===== src/fbh_pkg.sv =====
// Types and constants of the four-lane block hash unit.
// No dependencies; imported by the multiplier, datapath and controller.
package fbh_pkg;

  localparam int unsigned WordW  = 64;
  localparam int unsigned NLanes = 4;

  localparam logic [WordW-1:0] K1 = 64'h9E37_79B9_7F4A_7C15;
  localparam logic [WordW-1:0] K2 = 64'hBF58_476D_1CE4_E5B9;
  localparam logic [WordW-1:0] K3 = 64'h94D0_49BB_1331_11EB;

  // per-lane multiplier and restart value of each accumulator
  localparam logic [WordW-1:0] LANE_K    [NLanes] = '{K1, K2, K3, K1};
  localparam logic [WordW-1:0] LANE_INIT [NLanes] = '{K1, K2, K3, K1 ^ K2};

  // log2 of the group size in bytes
  localparam int unsigned GroupShift = 5;

  // operand selection of the lane-0 multiplier
  typedef enum logic [1:0] {
    SRC_LANE    = 2'd0,  // (acc0 ^ word0) * K1
    SRC_ACC0_K1 = 2'd1,  // acc0 * K1
    SRC_H_K2    = 2'd2,  // h * K2
    SRC_H_K3    = 2'd3   // h * K3
  } mul_src_e;

  // how the running fold value takes the lane-0 product
  typedef enum logic [2:0] {
    H_XOR_ACC1     = 3'd0,
    H_XOR_ACC2     = 3'd1,
    H_XOR_ACC3_LEN = 3'd2,  // also applies the first shift-xor of the finalizer
    H_MIX29        = 3'd3,
    H_MIX32        = 3'd4
  } h_upd_e;

  localparam int unsigned FoldSteps = 5;
  localparam int unsigned StepW     = $clog2(FoldSteps);
  localparam logic [StepW-1:0] FoldLast = StepW'(FoldSteps - 1);

  localparam mul_src_e FOLD_SRC [FoldSteps] =
    '{SRC_ACC0_K1, SRC_H_K2, SRC_H_K3, SRC_H_K2, SRC_H_K3};
  localparam h_upd_e FOLD_UPD [FoldSteps] =
    '{H_XOR_ACC1, H_XOR_ACC2, H_XOR_ACC3_LEN, H_MIX29, H_MIX32};

  typedef struct packed {
    logic     issue_lanes;  // start all four lane multiplies
    logic     issue_fold;   // start a fold multiply on lane 0
    mul_src_e src;
    logic     absorb;       // take lane products, count the group
    logic     h_load;
    h_upd_e   h_sel;
    logic     restart;      // restore accumulators, clear count
    logic     out_load;
  } cmd_t;

endpackage


===== src/fbh_ctrl.sv =====
// Controller of the block hash: sequences absorb, fold and finalize steps and
// owns the stream handshakes. Depends on fbh_pkg.
module fbh_ctrl import fbh_pkg::*; (
  input  logic clk_i,
  input  logic rst_ni,
  input  logic s_valid_i,
  input  logic s_last_i,
  output logic s_ready_o,
  input  logic m_ready_i,
  output logic m_valid_o,
  output cmd_t cmd_o
);

  typedef enum logic [4:0] {
    S_IDLE   = 5'b00001,
    S_ABSORB = 5'b00010,
    S_ISSUE  = 5'b00100,
    S_DONE   = 5'b01000,
    S_FIN    = 5'b10000
  } state_e;

  state_e           state_q, state_d;
  logic [StepW-1:0] step_q, step_d;
  logic             last_q, last_d;
  logic             out_valid_q, out_valid_d;

  always_comb begin
    state_d   = state_q;
    step_d    = step_q;
    last_d    = last_q;
    s_ready_o = 1'b0;
    cmd_o     = '0;
    cmd_o.src = SRC_LANE;
    unique case (state_q)
      S_IDLE: begin
        s_ready_o = 1'b1;
        if (s_valid_i) begin
          cmd_o.issue_lanes = 1'b1;
          last_d            = s_last_i;
          state_d           = S_ABSORB;
        end
      end
      S_ABSORB: begin
        cmd_o.absorb = 1'b1;
        step_d       = '0;
        state_d      = last_q ? S_ISSUE : S_IDLE;
      end
      S_ISSUE: begin
        cmd_o.issue_fold = 1'b1;
        cmd_o.src        = FOLD_SRC[step_q];
        state_d          = S_DONE;
      end
      S_DONE: begin
        cmd_o.h_load = 1'b1;
        cmd_o.h_sel  = FOLD_UPD[step_q];
        if (step_q == FoldLast) begin
          state_d = S_FIN;
        end else begin
          step_d  = step_q + 1'b1;
          state_d = S_ISSUE;
        end
      end
      S_FIN: begin
        // hold the hash until the output register is free
        if (!out_valid_q || m_ready_i) begin
          cmd_o.out_load = 1'b1;
          cmd_o.restart  = 1'b1;
          state_d        = S_IDLE;
        end
      end
      default: state_d = S_IDLE;
    endcase
  end

  assign out_valid_d = cmd_o.out_load | (out_valid_q & ~m_ready_i);
  assign m_valid_o   = out_valid_q;

  always_ff @(posedge clk_i or negedge rst_ni) begin
    if (!rst_ni) begin
      state_q     <= S_IDLE;
      step_q      <= '0;
      last_q      <= 1'b0;
      out_valid_q <= 1'b0;
    end else begin
      state_q     <= state_d;
      step_q      <= step_d;
      last_q      <= last_d;
      out_valid_q <= out_valid_d;
    end
  end

endmodule


===== config.mk =====
export PLATFORM = sky130hd
export DESIGN_NAME = fbh_ctrl
export DESIGN_NICKNAME = d
export VERILOG_FILES = /design/src/fbh_pkg.sv /design/src/fbh_ctrl.sv
export SDC_FILE = /design/constraint.sdc
export NUM_CORES = 1
export LEC_CHECK = 0
export BUFFER_PORTS_ARGS = -buffer_cell sky130_fd_sc_hd__buf_2
export CELL_PAD_IN_SITES_DETAIL_PLACEMENT = 0
export CELL_PAD_IN_SITES_GLOBAL_PLACEMENT = 2
export CORE_MARGIN = 3
export CORE_UTILIZATION = 32
export DETAILED_ROUTE_END_ITERATION = 10
export PLACE_DENSITY = 0.8
export SLEW_MARGIN = 10
export SYNTH_ARGS = -nofsm -noshare
export SYNTH_HDL_FRONTEND = slang
export SYNTH_SLANG_ARGS = --single-unit

===== constraint.sdc =====
create_clock -name clk_i -period 5.1 [get_ports clk_i]
set_input_delay 1.275 -clock clk_i [delete_from_list [all_inputs] [get_ports clk_i]]
set_output_delay 1.275 -clock clk_i [all_outputs]
set_load 0.05 [all_outputs]

; Word level (Yosys, flattened, before mapping)
; Memory sizes are Yosys's and may differ from the RTL's.
; Index checks and enable logic that the tools add are counted.
[word_totals]
ramBits = 0
ff_bits = 10
output_inout_bits = 13
latch_bits = 0
mem_bits_ro = 40
memories = 2
[mem_list]
columns = name, depth, width, read_ports, rd_clocked_by_memory_dff, wr, line_no
row1 = (no name shown), 8, 3, 1, 0, 0, fbh_ctrl.sv:55  ; cmd_o.h_sel = FOLD_UPD[step_q];
row2 = (no name shown), 8, 2, 1, 0, 0, fbh_ctrl.sv:50  ; cmd_o.src = FOLD_SRC[step_q];
[classes]
magnitude_cmp = 1
n_mul = 0
n_mux = 19
bitwise_logic = 4
n_eq_ne = 9
shifts = 0
n_addsub = 1
n_div = 0
reduce_logical = 6
[op_table]
columns = cell, count
row1 = $pmux W5 S5, 1
row2 = $mux W3, 5
row3 = $mux W5, 3
row4 = $mux W2, 4
row5 = $ne A2 B2 Y1 const B, 3
row6 = $pmux W3 S2, 1
row7 = $reduce_and A2 Y1, 3
row8 = $eq A5 B1 Y1 const B, 1
row9 = $eq A5 B2 Y1 const B, 1
row10 = $eq A5 B3 Y1 const B, 1
row11 = $eq A5 B4 Y1 const B, 1
row12 = $eq A5 B5 Y1 const B, 1
row13 = $ge A4 B4 Y1 const B, 1
row14 = $mux W1, 4
row15 = $mux W4, 1
row16 = $not A3 Y4, 1
row17 = $add A3 B1 Y3 const B, 1
row18 = $eq A3 B3 Y1 const B, 1
row19 = $reduce_bool A2 Y1, 1
row20 = $and A1 B1 Y1, 1
row21 = $logic_not A1 Y1, 1
row22 = $logic_or A1 B1 Y1, 1
row23 = $not A1 Y1, 1
row24 = $or A1 B1 Y1, 1

; Logic depth before layout (Yosys ltp)
[depth]
word_depth = 5
mapped_depth = 6

; Worst setup path before layout
; OpenSTA, ideal clock, no wires.
[synth_timing]
path_type = input port to output port
startpoint = in m_ready_i
endpoint = out cmd_o[1] (netlist name)
path_buffers = 1
arrival_time_ps = 2207
setup_slack_ps = 1618
cell_stages = 3
required_time_ps = 3825
cell_sequence = nand2b_1 and3_1 buf_4
[synth_rtl]
columns = element, line_no
row1 = from (decl), fbh_ctrl.sv:9  ; input logic m_ready_i,
row2 = to (decl), fbh_ctrl.sv:11  ; output cmd_t cmd_o

==> results.cfg <==
[critical_path]
startpoint_type = input pin
endpoint_kind = primary output
slowest_delay_ns = 0.21
critical_path_required_ns = 3.83
cp_common_cell = buf_2
cp_max_fo = 4
arrival_ns = 1.97
worstSetupPathType = input pin to primary output
crit_path_cell_trace = buf_2, nand2b_1, and3_1, buf_2
critPathSlowestCell = and3_1

[timing]
finalSetupTns_ns = 0
max_freq_mhz = 308.2
relSlewSlack = 0.7878
finalCriticalPeriod_ns = 3.245
final-hold-violation-count = 0
worst_pin_slew_ns = 0.3180
clock_skew_ns = 0.004045
min_period_over_period = 0.6362
setup_viol = 0
finalMaxSlewViolations = 0
rsz0062_at_grt = no

[logic_synthesis]
yosys_warnings = 0
synth_top_area_cell = dfrtp_1
synthFlopType = dfrtp_1
async_reset_ff_frac = 1.000
synth_top_area_share = 0.3509
synth_commonest_cells = dfrtp_1 (9), inv_1 (6), nand2_1 (6)
synth-seq-area-share = 0.3918
synth_edf_count = 0
syn_inst = 64
syn-num-nets = 72
synthesis.area_um2 = 641.9
synth_most_common_cell = dfrtp_1
synth.area.top_cells = dfrtp_1 (35%), ha_1 (5.8%), nor3b_4 (5.8%), dfstp_2 (4.1%), nor3_1 (3.9%)
synth.distinct_cells = 29
syn_area_per_cell_um2 = 10.03
synth_seq_cells = 10

[drt]
firstDrtPassIters = 3
wl_per_cell_um = 12.01
vias = 521
drtIter0Drc = 9
avgViaCountPerCell = 4.824
wl_um = 1297
drc = 0
drtAntennaViolNets = 0

[run_status]
status = completed

[cts]
cts_made_buffers = 3
cts-root-buf = clkbuf_4
cts_tree = done
insertion_delay_ns = 0.26
cts_resized = 0
post_cts_buffers = 0
clock_path_buffers = 2
cts.sinks = 10
h-tree-depth = 1
clk_pin_slew_ns = 0.07
cts_hold_buffers = 0

[floorplan]
die-height_um = 50.79
core_area_mm2 = 0.001802
rows = 15
die_w_um = 50.79
io_pins = 18
dieArea_mm2 = 0.002579
start_util = 0.3563

[global_routing]
overflow = 0
grt_pass1_vias = 481
grt_usage = 0.1224
grt_max_degree = 11
antenna_found_initial = 0
grt_pass1_wl_um = 2242

[finish]
syn2layout_area_growth_pct = 20.86
drive_gt1_frac = 0.3855
n_antenna_cell = 0
n_fill_cell = 204
postLayoutCellArea_um2 = 775.7
final_core_util = 0.4306
nNetsFinal = 92

[power_and_ir_drop]
p_leak_uw = 0.0004103
irDropWorstVdd_mv = 0.2139
p_per_area_mw_per_mm2 = 407.3

[placed_design]
placed_cell_area_um2 = 739.5
gp_congestion = 0.7757
hpwl_um = 986.3
place.port_buffers = 17

[worst_hold_path]
hold_path.class = register to register

[flow_run]
max-cap-violations = 0
worst max-delay path: cells and delay by family:
kind | cells | cell delay (ns)
buffers and inverters | 2 | 0.30
and+or+nand+nor | 2 | 0.40
where the power goes:
group | switching, uW | internal, uW | total (uW) | leakage, uW
combinational | 76.0 | 45.3 | 121 | 0.000257
clock | 29.1 | 43.3 | 72.5 | 0.0000210
sequential | 26.0 | 96.2 | 122 | 0.000133
worst paths after layout:
path | startpoint | endpoint | slack (ns) | cells past startpoint
setup / recovery | m_ready_i | cmd_o[1] | 1.86 | 4
hold / removal | last_q | state_q[2] | 0.53 | 2
setup reg to reg | state_q[2] | step_q[1] | 3.43 | 4
hold reg to reg | last_q | state_q[2] | 0.53 | 2
max in group asynchronous | rst_ni | state_q[0] | 3.99 | 1
min in group asynchronous | rst_ni | state_q[1] | 0.86 | 1
metal layers:
layer,global-route usage,share of wire
met5,0,0
met4,0.06726,0.013
met3,0.03561,0.032
met2,0.1804,0.46
met1,0.1588,0.49
cell usage in the layout (no fill, tap or decap), types with 2 or more instances in the layout:
| cell type | instances |
|---|---|
| nor2_1 | 3 |
| clkbuf_4 | 3 |
| dfrtp_1 | 9 |
| nand3b_1 | 3 |
| nor3_1 | 5 |
| buf_2 | 17 |
| a21oi_1 | 2 |
| nor3b_4 | 2 |
| inv_1 | 6 |
| nand2_1 | 6 |
| o21ai_0 | 3 |
| ha_1 | 3 |
| or3_4 | 2 |
| and3_1 | 3 |
final cells by class:
class / instances / area [um2] / area share
inverter: 6 / 22.52 / 0.02903
timing repair buffer: 17 / 85.08 / 0.1097
multi-input combinational: 46 / 349.1 / 0.4500
clock buffer: 4 / 36.28 / 0.04677
sequential: 10 / 251.5 / 0.3242
tap: 25 / 31.28 / 0.04032
stage by stage:
stage	instances	setup WS [ns]	hold slack (ns)	total power, uW
2_1_floorplan	64	1.618	0.4664	224.6
3_3_place_gp	104	1.867	0.5231	246.3
3_5_place_dp	104	1.848	0.5123	247.1
4_1_cts	108	1.849	0.5301	321.0
5_1_grt	108	1.805	0.5449	337.9
6_report	108	1.855	0.5297	316.0
registers in the layout, indices dropped and copies added (netlist names):
signal / cells
m_valid_o: 1
last_q: 1
state_q: 5
step_q: 3
logic make-up (layout without fill, tap and decap cells):
logic type                 after synthesis  count (layout)  share of synthesized area
adders and majority gates                3               3                    0.05849
xor gates and xnor gates                 1               1                    0.01365
and+or+nand+nor                         31              31                     0.3314
buffers and inverters                    8              27                    0.06433
DFF                                     10              10                     0.3918
muxes                                    2               2                    0.04093
AOI/OAI and AO/OA                        9               9                    0.09941
Note: power is estimated with default switching activity, not from simulation.
